--- config.mk ---
export PLATFORM = sky130hd
export DESIGN_NAME = bounded_array_table_engine_top
export DESIGN_NICKNAME = d
export VERILOG_FILES = /design/src/design/bate_pkg.sv /design/src/design/bounded_array_table_engine_top.sv /design/src/design/bate_ram.sv /design/src/design/bate_cmp.sv
export SDC_FILE = /design/constraint.sdc
export NUM_CORES = 2
export LEC_CHECK = 0
export BUFFER_PORTS_ARGS = -buffer_cell sky130_fd_sc_hd__buf_2
export CAP_MARGIN = 20
export CELL_PAD_IN_SITES_DETAIL_PLACEMENT = 1
export CELL_PAD_IN_SITES_GLOBAL_PLACEMENT = 1
export CORE_UTILIZATION = 45
export DETAILED_ROUTE_END_ITERATION = 7
export GPL_TIMING_DRIVEN = 0
export PLACE_DENSITY_LB_ADDON = 0.1
export SLEW_MARGIN = 10
export SYNTH_ARGS = -nofsm -noshare
export SYNTH_HDL_FRONTEND = slang
export SYNTH_SLANG_ARGS = --single-unit
--- constraint.sdc ---
create_clock -name aclk -period 9.55 [get_ports aclk]
set_input_delay 0.955 -clock aclk [delete_from_list [all_inputs] [get_ports aclk]]
set_output_delay 0.955 -clock aclk [all_outputs]
set_load 0.01 [all_outputs]
--- src/design/bate_pkg.sv ---
// shared types and codes for the bounded array table engine
`timescale 1ns / 1ps
`default_nettype none

package bate_pkg;

    // fixed field widths
    localparam int KIND_W   = 3;
    localparam int POS_W    = 7;
    localparam int DATA_W   = 32;
    localparam int RIDX_W   = 6;
    localparam int STATUS_W = 3;

    // operation codes
    localparam logic [KIND_W-1:0] KIND_CLEAR  = 3'd0;
    localparam logic [KIND_W-1:0] KIND_APPEND = 3'd1;
    localparam logic [KIND_W-1:0] KIND_INSERT = 3'd2;
    localparam logic [KIND_W-1:0] KIND_DELETE = 3'd3;
    localparam logic [KIND_W-1:0] KIND_MAX    = 3'd4;
    localparam logic [KIND_W-1:0] KIND_SORT   = 3'd5;
    localparam logic [KIND_W-1:0] KIND_SEARCH = 3'd6;
    localparam logic [KIND_W-1:0] KIND_DUMP   = 3'd7;

    // status codes
    localparam logic [STATUS_W-1:0] ST_OK       = 3'd0;
    localparam logic [STATUS_W-1:0] ST_EMPTY    = 3'd1;
    localparam logic [STATUS_W-1:0] ST_BADPOS   = 3'd2;
    localparam logic [STATUS_W-1:0] ST_FULL     = 3'd3;
    localparam logic [STATUS_W-1:0] ST_NOTFOUND = 3'd4;

    // flags from the shared compare unit
    typedef struct packed {
        logic lt;
        logic eq;
    } cmp_res_t;

endpackage

`default_nettype wire

--- src/design/bounded_array_table_engine_top.sv ---
// top level: sequencer, element ram, compare unit and result register
//
// Keeps up to CAPACITY signed 32-bit words in a single-port-read ram and runs one
// operation per transaction: clear, append, insert, delete, max, sort, search or dump.
// s_ready is high only while the sequencer is idle; every element read goes through
// the one ram read port and every comparison through the one shared compare unit.
// Search and dump give one result per match or element, the final one flagged by
// m_last; a full result register stalls the sequencer until m_ready takes the
// transaction.
`timescale 1ns / 1ps
`default_nettype none

module bounded_array_table_engine_top #(
    parameter int CAPACITY = 64
) (
    input  wire                                   aclk,
    input  wire                                   aresetn,
    // input channel
    input  wire                                   s_valid,
    output logic                                  s_ready,
    input  wire [bate_pkg::KIND_W-1:0]            s_kind,
    input  wire [bate_pkg::POS_W-1:0]             s_position,
    input  wire signed [bate_pkg::DATA_W-1:0]     s_value,
    // result channel
    output logic                                  m_valid,
    input  wire                                   m_ready,
    output logic signed [bate_pkg::DATA_W-1:0]    m_result_value,
    output logic [bate_pkg::RIDX_W-1:0]           m_result_index,
    output logic [bate_pkg::STATUS_W-1:0]         m_status,
    output logic                                  m_last
);

    localparam int AW = $clog2(CAPACITY);
    localparam int LW = $clog2(CAPACITY + 1);

    // sequencer states
    localparam logic [4:0] S_IDLE      = 5'd0;
    localparam logic [4:0] S_DECODE    = 5'd1;
    localparam logic [4:0] S_EMIT      = 5'd2;
    localparam logic [4:0] S_INS_RD    = 5'd3;
    localparam logic [4:0] S_INS_WR    = 5'd4;
    localparam logic [4:0] S_DEL_RD    = 5'd5;
    localparam logic [4:0] S_DEL_WR    = 5'd6;
    localparam logic [4:0] S_MAX_RD    = 5'd7;
    localparam logic [4:0] S_MAX_CMP   = 5'd8;
    localparam logic [4:0] S_SORT_I    = 5'd9;
    localparam logic [4:0] S_SORT_KEY  = 5'd10;
    localparam logic [4:0] S_SORT_JRD  = 5'd11;
    localparam logic [4:0] S_SORT_JCMP = 5'd12;
    localparam logic [4:0] S_SRCH_RD   = 5'd13;
    localparam logic [4:0] S_SRCH_CMP  = 5'd14;
    localparam logic [4:0] S_DUMP_RD   = 5'd15;
    localparam logic [4:0] S_DUMP_OUT  = 5'd16;

    // control state
    logic [4:0]                          state_reg, state_next;
    logic [LW-1:0]                       len_reg, len_next;
    logic                                pend_reg, pend_next;
    logic                                m_valid_reg, m_valid_next;

    // working registers
    logic [LW-1:0]                       idx_reg, idx_next;
    logic [LW-1:0]                       j_reg, j_next;
    logic [bate_pkg::DATA_W-1:0]         key_reg, key_next;
    logic [bate_pkg::KIND_W-1:0]         kind_reg, kind_next;
    logic [bate_pkg::POS_W-1:0]          pos_reg, pos_next;
    logic [bate_pkg::DATA_W-1:0]         val_reg, val_next;
    logic [bate_pkg::DATA_W-1:0]         res_value_reg, res_value_next;
    logic [bate_pkg::RIDX_W-1:0]         res_index_reg, res_index_next;
    logic [bate_pkg::STATUS_W-1:0]       res_status_reg, res_status_next;

    // output payload registers
    logic [bate_pkg::DATA_W-1:0]         out_value_reg, out_value_next;
    logic [bate_pkg::RIDX_W-1:0]         out_index_reg, out_index_next;
    logic [bate_pkg::STATUS_W-1:0]       out_status_reg, out_status_next;
    logic                                out_last_reg, out_last_next;

    // ram and compare unit hookup
    logic                                ram_we;
    logic [AW-1:0]                       ram_waddr;
    logic [bate_pkg::DATA_W-1:0]         ram_wdata;
    logic                                ram_re;
    logic [AW-1:0]                       ram_raddr;
    logic [bate_pkg::DATA_W-1:0]         ram_rdata;
    logic [bate_pkg::DATA_W-1:0]         cmp_a;
    logic [bate_pkg::DATA_W-1:0]         cmp_b;
    bate_pkg::cmp_res_t                  cmp_res;

    // emit request into the result register
    logic                                emit;
    logic [bate_pkg::DATA_W-1:0]         e_value;
    logic [bate_pkg::RIDX_W-1:0]         e_index;
    logic [bate_pkg::STATUS_W-1:0]       e_status;
    logic                                e_last;

    // helpers
    logic                                out_free;
    logic                                in_accept;
    logic [LW-1:0]                       idx_m1;
    logic [LW-1:0]                       idx_p1;
    logic [LW-1:0]                       j_m1;
    logic [bate_pkg::POS_W-1:0]          pos_m1;
    logic                                is_full;

    assign out_free  = !m_valid_reg || m_ready;
    assign in_accept = s_valid && s_ready;
    assign s_ready   = (state_reg == S_IDLE);
    assign idx_m1    = idx_reg - LW'(1);
    assign idx_p1    = idx_reg + LW'(1);
    assign j_m1      = j_reg - LW'(1);
    assign pos_m1    = pos_reg - bate_pkg::POS_W'(1);
    assign is_full   = (len_reg >= LW'(CAPACITY));

    bate_ram #(
        .WIDTH (bate_pkg::DATA_W),
        .DEPTH (CAPACITY)
    ) u_ram (
        .aclk    (aclk),
        .wr_en   (ram_we),
        .wr_addr (ram_waddr),
        .wr_data (ram_wdata),
        .rd_en   (ram_re),
        .rd_addr (ram_raddr),
        .rd_data (ram_rdata)
    );

    bate_cmp u_cmp (
        .op_a (cmp_a),
        .op_b (cmp_b),
        .res  (cmp_res)
    );

    // sequencer
    always_comb begin
        state_next      = state_reg;
        len_next        = len_reg;
        pend_next       = pend_reg;
        idx_next        = idx_reg;
        j_next          = j_reg;
        key_next        = key_reg;
        kind_next       = kind_reg;
        pos_next        = pos_reg;
        val_next        = val_reg;
        res_value_next  = res_value_reg;
        res_index_next  = res_index_reg;
        res_status_next = res_status_reg;
        ram_we          = 1'b0;
        ram_waddr       = '0;
        ram_wdata       = '0;
        ram_re          = 1'b0;
        ram_raddr       = '0;
        cmp_a           = '0;
        cmp_b           = '0;
        emit            = 1'b0;
        e_value         = '0;
        e_index         = '0;
        e_status        = bate_pkg::ST_OK;
        e_last          = 1'b1;

        unique case (state_reg)
            S_IDLE: begin
                if (in_accept) begin
                    kind_next  = s_kind;
                    pos_next   = s_position;
                    val_next   = s_value;
                    state_next = S_DECODE;
                end
            end

            S_DECODE: begin
                res_value_next  = '0;
                res_index_next  = '0;
                res_status_next = bate_pkg::ST_OK;
                idx_next        = '0;
                pend_next       = 1'b0;
                state_next      = S_EMIT;
                unique case (kind_reg)
                    bate_pkg::KIND_CLEAR: begin
                        len_next = '0;
                    end
                    bate_pkg::KIND_APPEND: begin
                        if (is_full) begin
                            res_status_next = bate_pkg::ST_FULL;
                        end else begin
                            ram_we    = 1'b1;
                            ram_waddr = len_reg[AW-1:0];
                            ram_wdata = val_reg;
                            len_next  = len_reg + LW'(1);
                        end
                    end
                    bate_pkg::KIND_INSERT: begin
                        if (is_full) begin
                            res_status_next = bate_pkg::ST_FULL;
                        end else if (pos_reg == '0 ||
                                     8'(pos_reg) > 8'(len_reg) + 8'd1) begin
                            res_status_next = bate_pkg::ST_BADPOS;
                        end else begin
                            idx_next   = len_reg;
                            state_next = S_INS_RD;
                        end
                    end
                    bate_pkg::KIND_DELETE: begin
                        if (len_reg == '0) begin
                            res_status_next = bate_pkg::ST_EMPTY;
                        end else if (pos_reg == '0 || 8'(pos_reg) > 8'(len_reg)) begin
                            res_status_next = bate_pkg::ST_BADPOS;
                        end else begin
                            idx_next   = LW'(pos_m1);
                            state_next = S_DEL_RD;
                        end
                    end
                    bate_pkg::KIND_MAX: begin
                        if (len_reg == '0) begin
                            res_status_next = bate_pkg::ST_EMPTY;
                        end else begin
                            state_next = S_MAX_RD;
                        end
                    end
                    bate_pkg::KIND_SORT: begin
                        idx_next   = LW'(1);
                        state_next = S_SORT_I;
                    end
                    bate_pkg::KIND_SEARCH: begin
                        if (len_reg == '0) begin
                            res_status_next = bate_pkg::ST_EMPTY;
                        end else begin
                            state_next = S_SRCH_RD;
                        end
                    end
                    bate_pkg::KIND_DUMP: begin
                        if (len_reg == '0) begin
                            res_status_next = bate_pkg::ST_EMPTY;
                        end else begin
                            state_next = S_DUMP_RD;
                        end
                    end
                    default: begin
                        state_next = S_EMIT;
                    end
                endcase
            end

            // single final result from the result registers
            S_EMIT: begin
                if (out_free) begin
                    emit       = 1'b1;
                    e_value    = res_value_reg;
                    e_index    = res_index_reg;
                    e_status   = res_status_reg;
                    e_last     = 1'b1;
                    state_next = S_IDLE;
                end
            end

            // insert: shift the tail up one slot, top down
            S_INS_RD: begin
                if (8'(idx_reg) >= 8'(pos_reg)) begin
                    ram_re     = 1'b1;
                    ram_raddr  = idx_m1[AW-1:0];
                    state_next = S_INS_WR;
                end else begin
                    ram_we     = 1'b1;
                    ram_waddr  = pos_m1[AW-1:0];
                    ram_wdata  = val_reg;
                    len_next   = len_reg + LW'(1);
                    state_next = S_EMIT;
                end
            end

            S_INS_WR: begin
                ram_we     = 1'b1;
                ram_waddr  = idx_reg[AW-1:0];
                ram_wdata  = ram_rdata;
                idx_next   = idx_m1;
                state_next = S_INS_RD;
            end

            // delete: shift the tail down one slot, bottom up
            S_DEL_RD: begin
                if (idx_p1 < len_reg) begin
                    ram_re     = 1'b1;
                    ram_raddr  = idx_p1[AW-1:0];
                    state_next = S_DEL_WR;
                end else begin
                    len_next   = len_reg - LW'(1);
                    state_next = S_EMIT;
                end
            end

            S_DEL_WR: begin
                ram_we     = 1'b1;
                ram_waddr  = idx_reg[AW-1:0];
                ram_wdata  = ram_rdata;
                idx_next   = idx_p1;
                state_next = S_DEL_RD;
            end

            // max: running best kept in the result registers
            S_MAX_RD: begin
                if (idx_reg < len_reg) begin
                    ram_re     = 1'b1;
                    ram_raddr  = idx_reg[AW-1:0];
                    state_next = S_MAX_CMP;
                end else begin
                    state_next = S_EMIT;
                end
            end

            S_MAX_CMP: begin
                cmp_a = res_value_reg;
                cmp_b = ram_rdata;
                if (idx_reg == '0 || cmp_res.lt) begin
                    res_value_next = ram_rdata;
                    res_index_next = bate_pkg::RIDX_W'(idx_reg);
                end
                idx_next   = idx_p1;
                state_next = S_MAX_RD;
            end

            // sort: outer pass picks the key
            S_SORT_I: begin
                if (idx_reg < len_reg) begin
                    ram_re     = 1'b1;
                    ram_raddr  = idx_reg[AW-1:0];
                    state_next = S_SORT_KEY;
                end else begin
                    state_next = S_EMIT;
                end
            end

            S_SORT_KEY: begin
                key_next   = ram_rdata;
                j_next     = idx_reg;
                state_next = S_SORT_JRD;
            end

            // sort: inner walk down while the key is smaller
            S_SORT_JRD: begin
                if (j_reg != '0) begin
                    ram_re     = 1'b1;
                    ram_raddr  = j_m1[AW-1:0];
                    state_next = S_SORT_JCMP;
                end else begin
                    ram_we     = 1'b1;
                    ram_waddr  = j_reg[AW-1:0];
                    ram_wdata  = key_reg;
                    idx_next   = idx_p1;
                    state_next = S_SORT_I;
                end
            end

            S_SORT_JCMP: begin
                cmp_a     = key_reg;
                cmp_b     = ram_rdata;
                ram_we    = 1'b1;
                ram_waddr = j_reg[AW-1:0];
                if (cmp_res.lt) begin
                    ram_wdata  = ram_rdata;
                    j_next     = j_m1;
                    state_next = S_SORT_JRD;
                end else begin
                    ram_wdata  = key_reg;
                    idx_next   = idx_p1;
                    state_next = S_SORT_I;
                end
            end

            // search: a match is held back until the next one or the end
            S_SRCH_RD: begin
                if (idx_reg < len_reg) begin
                    ram_re     = 1'b1;
                    ram_raddr  = idx_reg[AW-1:0];
                    state_next = S_SRCH_CMP;
                end else begin
                    if (!pend_reg) begin
                        res_status_next = bate_pkg::ST_NOTFOUND;
                        res_index_next  = '0;
                    end
                    state_next = S_EMIT;
                end
            end

            S_SRCH_CMP: begin
                cmp_a = ram_rdata;
                cmp_b = val_reg;
                if (cmp_res.eq) begin
                    if (!pend_reg || out_free) begin
                        if (pend_reg) begin
                            emit     = 1'b1;
                            e_index  = res_index_reg;
                            e_status = bate_pkg::ST_OK;
                            e_last   = 1'b0;
                        end
                        pend_next      = 1'b1;
                        res_index_next = bate_pkg::RIDX_W'(idx_reg);
                        idx_next       = idx_p1;
                        state_next     = S_SRCH_RD;
                    end
                end else begin
                    idx_next   = idx_p1;
                    state_next = S_SRCH_RD;
                end
            end

            // dump: one result per element
            S_DUMP_RD: begin
                ram_re     = 1'b1;
                ram_raddr  = idx_reg[AW-1:0];
                state_next = S_DUMP_OUT;
            end

            S_DUMP_OUT: begin
                if (out_free) begin
                    emit     = 1'b1;
                    e_value  = ram_rdata;
                    e_index  = bate_pkg::RIDX_W'(idx_reg);
                    e_status = bate_pkg::ST_OK;
                    e_last   = (idx_p1 == len_reg);
                    idx_next = idx_p1;
                    if (idx_p1 == len_reg) begin
                        state_next = S_IDLE;
                    end else begin
                        state_next = S_DUMP_RD;
                    end
                end
            end

            default: begin
                state_next = S_IDLE;
            end
        endcase
    end

    // result register
    always_comb begin
        m_valid_next    = m_valid_reg;
        out_value_next  = out_value_reg;
        out_index_next  = out_index_reg;
        out_status_next = out_status_reg;
        out_last_next   = out_last_reg;
        if (emit) begin
            m_valid_next    = 1'b1;
            out_value_next  = e_value;
            out_index_next  = e_index;
            out_status_next = e_status;
            out_last_next   = e_last;
        end else if (m_ready) begin
            m_valid_next = 1'b0;
        end
    end

    // control registers
    always_ff @(posedge aclk) begin
        if (!aresetn) begin
            state_reg   <= S_IDLE;
            len_reg     <= '0;
            pend_reg    <= 1'b0;
            m_valid_reg <= 1'b0;
        end else begin
            state_reg   <= state_next;
            len_reg     <= len_next;
            pend_reg    <= pend_next;
            m_valid_reg <= m_valid_next;
        end
    end

    // payload registers
    always_ff @(posedge aclk) begin
        idx_reg        <= idx_next;
        j_reg          <= j_next;
        key_reg        <= key_next;
        kind_reg       <= kind_next;
        pos_reg        <= pos_next;
        val_reg        <= val_next;
        res_value_reg  <= res_value_next;
        res_index_reg  <= res_index_next;
        res_status_reg <= res_status_next;
        out_value_reg  <= out_value_next;
        out_index_reg  <= out_index_next;
        out_status_reg <= out_status_next;
        out_last_reg   <= out_last_next;
    end

    assign m_valid        = m_valid_reg;
    assign m_result_value = out_value_reg;
    assign m_result_index = out_index_reg;
    assign m_status       = out_status_reg;
    assign m_last         = out_last_reg;

endmodule

`default_nettype wire

--- src/design/bate_ram.sv ---
// generic single write, single read ram with registered read data
`timescale 1ns / 1ps
`default_nettype none

module bate_ram #(
    parameter int WIDTH = 32,
    parameter int DEPTH = 64
) (
    input  wire                       aclk,
    input  wire                       wr_en,
    input  wire [$clog2(DEPTH)-1:0]   wr_addr,
    input  wire [WIDTH-1:0]           wr_data,
    input  wire                       rd_en,
    input  wire [$clog2(DEPTH)-1:0]   rd_addr,
    output logic [WIDTH-1:0]          rd_data
);

    logic [WIDTH-1:0] mem [DEPTH];

    // write port
    always_ff @(posedge aclk) begin
        if (wr_en) begin
            mem[wr_addr] <= wr_data;
        end
    end

    // read port, data holds until the next read
    always_ff @(posedge aclk) begin
        if (rd_en) begin
            rd_data <= mem[rd_addr];
        end
    end

endmodule

`default_nettype wire

--- src/design/bate_cmp.sv ---
// shared signed compare unit used by max, sort and search
`timescale 1ns / 1ps
`default_nettype none

module bate_cmp (
    input  wire signed [bate_pkg::DATA_W-1:0] op_a,
    input  wire signed [bate_pkg::DATA_W-1:0] op_b,
    output bate_pkg::cmp_res_t                res
);

    // signed less-than and equality
    always_comb begin
        res.lt = (op_a < op_b);
        res.eq = (op_a == op_b);
    end

endmodule

`default_nettype wire

## After elaboration in Yosys (flattened, before gate mapping)

Memories as Yosys holds them, arrays and structs flattened. A register that Yosys moved wholly into a read port is not among the register bits.
Cells that the tools add are included.

- Add/subtract/negate cells: 7
- $lt $le $gt $ge: 7
- Eq/ne operators: 41
- Mux-type cells: 111
- Reduce and logical (&&, ||, !) cells: 39

Operators by type and width:

| kind | number |
|---|---|
| $mux 32 | 8 |
| $pmux 32 s2 | 3 |
| $pmux 32 s5 | 1 |
| $mux 6 | 17 |
| $pmux 32 s3 | 1 |
| $mux 7 | 13 |
| $pmux 5 s17 | 1 |
| $pmux 6 s5 | 2 |
| $pmux 7 s7 | 1 |
| $pmux 7 s3 | 2 |
| $eq 5x4->1 const B | 8 |
| $eq 32x32->1 | 1 |
| $lt 32x32->1 | 1 |
| $pmux 7 s2 | 2 |
| $sub 7x1->7 const B | 4 |
| $mux 1 | 25 |
| $mux 5 | 5 |
| $mux 3 | 8 |
| $mux 4 | 6 |
| $ne 2x2->1 const B | 12 |
| $pmux 4 s6 | 1 |
| $pmux 6 s4 | 1 |
| $logic_not 7->1 | 3 |
| $eq 5x3->1 const B | 4 |
| other kinds (39) | 75 |

- Register bits after elaboration: 185
- Bits in writable memories: 2048
- Bits of input ports: 46
- Output and inout port bits: 44
- Logic and storage cells: 223
- Memories: 1

Memory list:

| name | words | bits a word | read ports | clocked after Yosys merged registers in | wr ports | line | RTL |
|---|---|---|---|---|---|---|---|
| u_ram.mem | 64 | 32 | 1 | 1 | 1 | bate_ram.sv:18 | `logic [WIDTH-1:0] mem [DEPTH];` |

## Longest topological paths before layout

- Word-level depth: 7
- Gate-level depth with buffers: 21
- Depth with buffers taken out: 17

## Modules after synthesis

A second synthesis with hierarchy kept.

- Cells, all modules: 4604
- Area total of the unflattened synthesis: 90882.2 µm²

By module, submodules not included:

| module | instances | cells an instance | area each (µm²) | sequential area each (µm²) |
|---|---|---|---|---|
| bate_ram | 1 | 3511 | 79359.9 | 62459.9 |
| bounded_array_table_engine_top | 1 | 980 | 10701.5 | 5415.2 |
| bate_cmp | 1 | 113 | 820.8 | 0.0 |

## Worst setup path after synthesis

No wires, ideal clock.

- Path type: register to register
- Start point: register state_reg[0]
- End point: register res_value_reg[0] (netlist name), enable pin
- Library setup time: 0.432 ns
- Arrival time: 5.248 ns
- Data required time: 9.118 ns
- Path slack: 3.870 ns
- Cell stages (with the launch flop): 19
- Buffers on the path: 3
- Period minus slack after synthesis: 5.680 ns
- Cell sequence: dfxtp_1 -> clkbuf_1 -> or3_1 -> nor2_1 -> clkbuf_1 -> clkbuf_1 -> a222oi_1 -> inv_1 -> ha_1 -> a21o_1 -> a21o_1 -> a21oi_1 -> nor2_1 -> a211oi_1 -> o221ai_1 -> a211oi_1 -> mux2i_1 -> a311oi_1 -> a21oi_1

- Longest elaborated chain between the ends: 7
- Elaborated cells on any way between the ends: 12
- Those cells by class: order compare: 1; eq/ne: 5; mux: 2; reduce/logical: 4

RTL lines:

| element | line | RTL |
|---|---|---|
| start, declared | bounded_array_table_engine_top.sv:56 | `logic [4:0] state_reg, state_next;` |
| start signal, assigned | bounded_array_table_engine_top.sv:460 | `state_reg <= state_next;` |
| $eq 5x4->1 | bounded_array_table_engine_top.sv:160 | `unique case (state_reg)` |
| $reduce_or 2->1 (no source line) | -- |  |
| $pmux 32 s2 | bounded_array_table_engine_top.sv:160 |  |
| $lt 32x32->1 | bate_cmp.sv:13 | `res.lt = (op_a < op_b);` |
| $logic_or 1x1->1 | bounded_array_table_engine_top.sv:312 | `if (idx_reg == '0 \|\| cmp_res.lt) begin` |
| $ne 2x2->1 (no source line) | -- |  |
| $reduce_and 2->1 (no source line) (*) | -- |  |
| end signal, assigned | bounded_array_table_engine_top.sv:475 | `res_value_reg <= res_value_next;` |
| end, declared | bounded_array_table_engine_top.sv:68 | `logic [bate_pkg::DATA_W-1:0] res_value_reg, res_value_next;` |

Every way passes the cells marked *; elsewhere a longest branch is shown, timed or not.
A chain may end at the register's enable or synchronous reset.

## Worst setup path in the final report

- Start point: register idx_reg[1]
- End point: register u_ram.rd_data[20] (read register of u_ram.mem), data pin

- Longest elaborated chain between the ends: 4
- Elaborated cells on any way between the ends: 13
- Those cells by class: add/sub: 2; order compare: 3; mux: 8

RTL lines:

| element | line | RTL |
|---|---|---|
| start, declared | bounded_array_table_engine_top.sv:62 | `logic [LW-1:0] idx_reg, idx_next;` |
| start signal, assigned | bounded_array_table_engine_top.sv:469 | `idx_reg <= idx_next;` |
| $add 7x1->7 | bounded_array_table_engine_top.sv:109 | `assign idx_p1 = idx_reg + LW'(1);` |
| $lt 7x7->1 | bounded_array_table_engine_top.sv:280 | `if (idx_p1 < len_reg) begin` |
| $mux 6 or $mux 1 (tied branches) | bounded_array_table_engine_top.sv:280 |  |
| $pmux 6 s5 or $pmux 1 s5 (tied branches) | bounded_array_table_engine_top.sv:160 |  |
| end, declared | bate_ram.sv:15 | `output logic [WIDTH-1:0] rd_data` |

Several ways; a longest one is shown, not always the timed one.

==> impl_results.md <==
- VDD IR max: 0.220 mV
- CTS resizes: 0
- Syn Inst Count: approximately 7000
- Critical Path Fanout Max: 11
- Yosys reg bits: 2265
- Layout cell share with drive strength beyond 1: about an eighth
- Initial antenna violation count: 53
- Period utilization: between 90% and 100%
- FP Rows: 165
- Fin cells: 10400
- Layout Nets: 7600
- Fin. Hold Viols: 0
- Maximum clock rate: 0.113 GHz
- Register area share after synthesis: 73.6%
- PwrDens: between 200 and 300 mW/mm^2
- Wire length per cell: between 30 and 40 microns
- Design Power: 29.1 mW
- Post-CTS setup buffer count: 0
- Initial Util: 45.5%
- Fin area: 0.108 sq mm
- Area after DPL: 0.100 sq mm
- Max-slew violation count: 0
- 1st-pass router iterations: 8
- First-pass GRT wire length: 525000 microns
- Max cap viols: 0
- Area delta synth->final: 16.7%
- Hold Buf Count CTS: 0
- Unrepaired setup endpoints after global routing: false
- CTS tree: done
- EDFF count, synth: 2251
- CP max-delay cell: clkbuf_1
- GPL Wtd Cong: 0.957
- Clk buf depth: 3
- Die area: about 0.21 sq mm
- Fillers: 20000
- Routed wire length: 389000 microns
- Worst slew pin tran: 1.46 ns
- Yosys warns: 0
- Biggest register: u_ram.mem
- GRT Total Usage: 37.1%
- Minimum clock period: approximately 8.8 ns
- CP dominant cell by count: nand3_1
- Worst Path Buf+Inv: 6
- CP endpoint kind: register
- Routed vias: 67100
- Dpl cells: 9902
- Largest net degree at the start of global routing: 65
- IO Pins: 90
- Die X: 455 microns
- Worst Path Required: 10.09 ns
- Outcome: finished, final reports clean
- DP HPWL: around 270000 microns
- Clock transition at path regs: 0.06 ns
- # port buffers: 89
- Clock sink count: between 2000 and 2500
- Critical path arrival: roughly 9.4 ns
- Area leader, netlist: edfxtp_1
- Max-slew headroom: under 10%
- Antenna Nets Post-Route: 0
- Synth Flop Type: edfxtp_1
- Core box area: 0.203 sq mm
- Cell Area, Synth: between 0.09 and 0.1 sq mm
- Leakage: 36.6 nW
- Max reg flops: 2048
- Vias per inst: 6.48
- CTS Root Buffer Type: clkbuf_16
- Iteration-0 DRC Markers: 11000
- Final setup viols: 0
- Syn nets: 7098
- Vias in the first global route: 65400
- Critical-path cell list: ha_1 > nand3_1 > nor2_1 > xnor2_1 > ha_1 > nand3_1 > a21o_1 > a32oi_1 > o211a_1 > buf_2 > clkbuf_1 > clkbuf_1 > buf_1 > clkbuf_1 > buf_8 > nand3_1 > nand3_1 > o31ai_1 > nor4_1
- Fin Hold WS: 0.233 ns
- CP peak stage delay: roughly 1.1 ns
- CTS H-tree lvls: 4
- CP Launch Type: register
- CTS Buf Count: roughly 240
- Netlist cell types: 86
- Die Y-Extent: 455 microns
- Clk_skew: 0.0369 ns
- Hold Path Class: input pin to register
- Post-route DRC violation count: 0
- Area fraction of the dominant cell type after synthesis: between 70% and 80%
- Mean area per synthesized cell: about 13 sq um
- Clock Latency Late Sink: 0.91 ns
- Crit Path Category: register to register
- Synth async-reset ratio: 0%
- Delay-heaviest family, CP: buffers and inverters
- Synth top area cells: edfxtp_1 73%, nand2_1 7.4%, nand3_1 4.2%
- Final global-route overflow total: 0
area by class of cell:
type / count / area (sq um) / share of cell area (%)
Buffer: 432 / 1860 / 1.73
Sequential cell: 2265 / 67900 / 63.1
Inverter: 62 / 233 / 0.216
Timing Repair Buffer: 265 / 3490 / 3.24
Clock buffer: 295 / 6170 / 5.73
Multi-Input combinational cell: 4218 / 23300 / 21.7
Antenna cell: 9 / 22.5 / 0.0209
Tap cell: 2672 / 3340 / 3.11
Clock inverter: 143 / 1310 / 1.21
worst paths after layout:
| path | from | end | slack [ns] | depth (start not counted) |
|---|---|---|---|---|
| max reg2reg | idx_reg[1]$_DFFE_PP_ | u_ram.rd_data[20]$_DFFE_PP_ | 0.70 | 19 |
| max | idx_reg[1]$_DFFE_PP_ | u_ram.rd_data[20]$_DFFE_PP_ | 0.70 | 19 |
| min reg2reg | res_status_reg[0]$_SDFFCE_PP0P_ | m_status[0]$_SDFFCE_PN0P_ | 0.53 | 1 |
| min | s_value[9] | val_reg[9]$_DFFE_PP_ | 0.23 | 1 |
layer usage:
metal | track usage [%] | wire [microns] | vias up | share of wire [%]
li1 | - | - | 27100 | -
met1 | 48.7 | 144000 | 34600 | 37
met2 | 57.1 | 175000 | 4383 | 45
met3 | 8.19 | 44100 | 931 | 11
met4 | 21.1 | 25500 | 20 | 6.6
met5 | 0 | 134 | - | 0.034
Yosys cell counts, types with 31 or more instances:
library cell	n
nand4_1	33
a21oi_1	222
nor2_1	169
a31oi_1	122
mux2i_1	107
clkbuf_1	192
o21ai_0	64
buf_2	148
buf_1	84
and2_1	78
a22o_1	46
a222oi_1	38
nor3_1	38
nor4_1	31
edfxtp_1	2251
nand3_1	783
a32oi_1	80
a221oi_1	31
inv_1	60
ha_1	75
a22oi_1	39
nand2_1	1813
and3_1	84
a221o_1	41
per-stage QoR:
| stage | setup slack [ns] | TNS [ns] | utilization (%) |
|---|---|---|---|
| after floorplan | 3.87 | 0 | - |
| after global placement | -0.518 | -275.40 | 47.3 |
| after detailed placement | 1.25 | 0 | 49.3 |
| after CTS | 1.23 | 0 | 53.0 |
| after global routing | 0.933 | 0 | 53.0 |
| final | 0.705 | 0 | 53.0 |
placed cells by master, fill, tap and decap left out, types with 15 or more instances in the layout:
cell and n:
clkinv_2 40, buf_12 74, bufinv_16 21, a31oi_1 122
o21a_1 16, clkbuf_1 243, a32oi_1 80, nand3_1 782
and2_1 78, xnor2_1 18, inv_1 59, a22o_1 46
clkinv_1 65, a21o_1 22, nor4_1 21, ha_1 75
clkbuf_16 238, buf_8 15, a222oi_1 38, nand2_1 1813
buf_16 34, nor2_1 105, a21oi_1 221, buf_2 255
nor3_1 35, a311oi_1 26, o21ai_0 64, buf_1 81
nor2_4 64, nor2b_1 23, a221o_4 31, mux2i_1 107
a221oi_1 27, or4_1 25, and3_1 83, nand4_1 33
buf_4 31, edfxtp_1 2251, a22oi_1 39
where the power goes:
| part | leakage (nW) | switching, mW | internal (mW) |
|---|---|---|---|
| clock network | 3.64 | 4.04 | 5.12 |
| logic | 13.4 | 6.39 | 1.98 |
| registers | 19.5 | 0.148 | 11.4 |
cells by family after synthesis:
logic type               Yosys count  share of synthesized area, %
AND/OR/NAND/NOR                 3144                          15.0
flip-flops                      2265                          73.6
multiplexers                     108                          1.17
adder cells (fa/ha/maj)           75                          1.02
AO/OA/AOI/OAI                    867                          6.75
buffers and inverters            494                          2.25
XOR/XNOR                          24                         0.228
No activity file was read; power rests on OpenSTA's default activity.
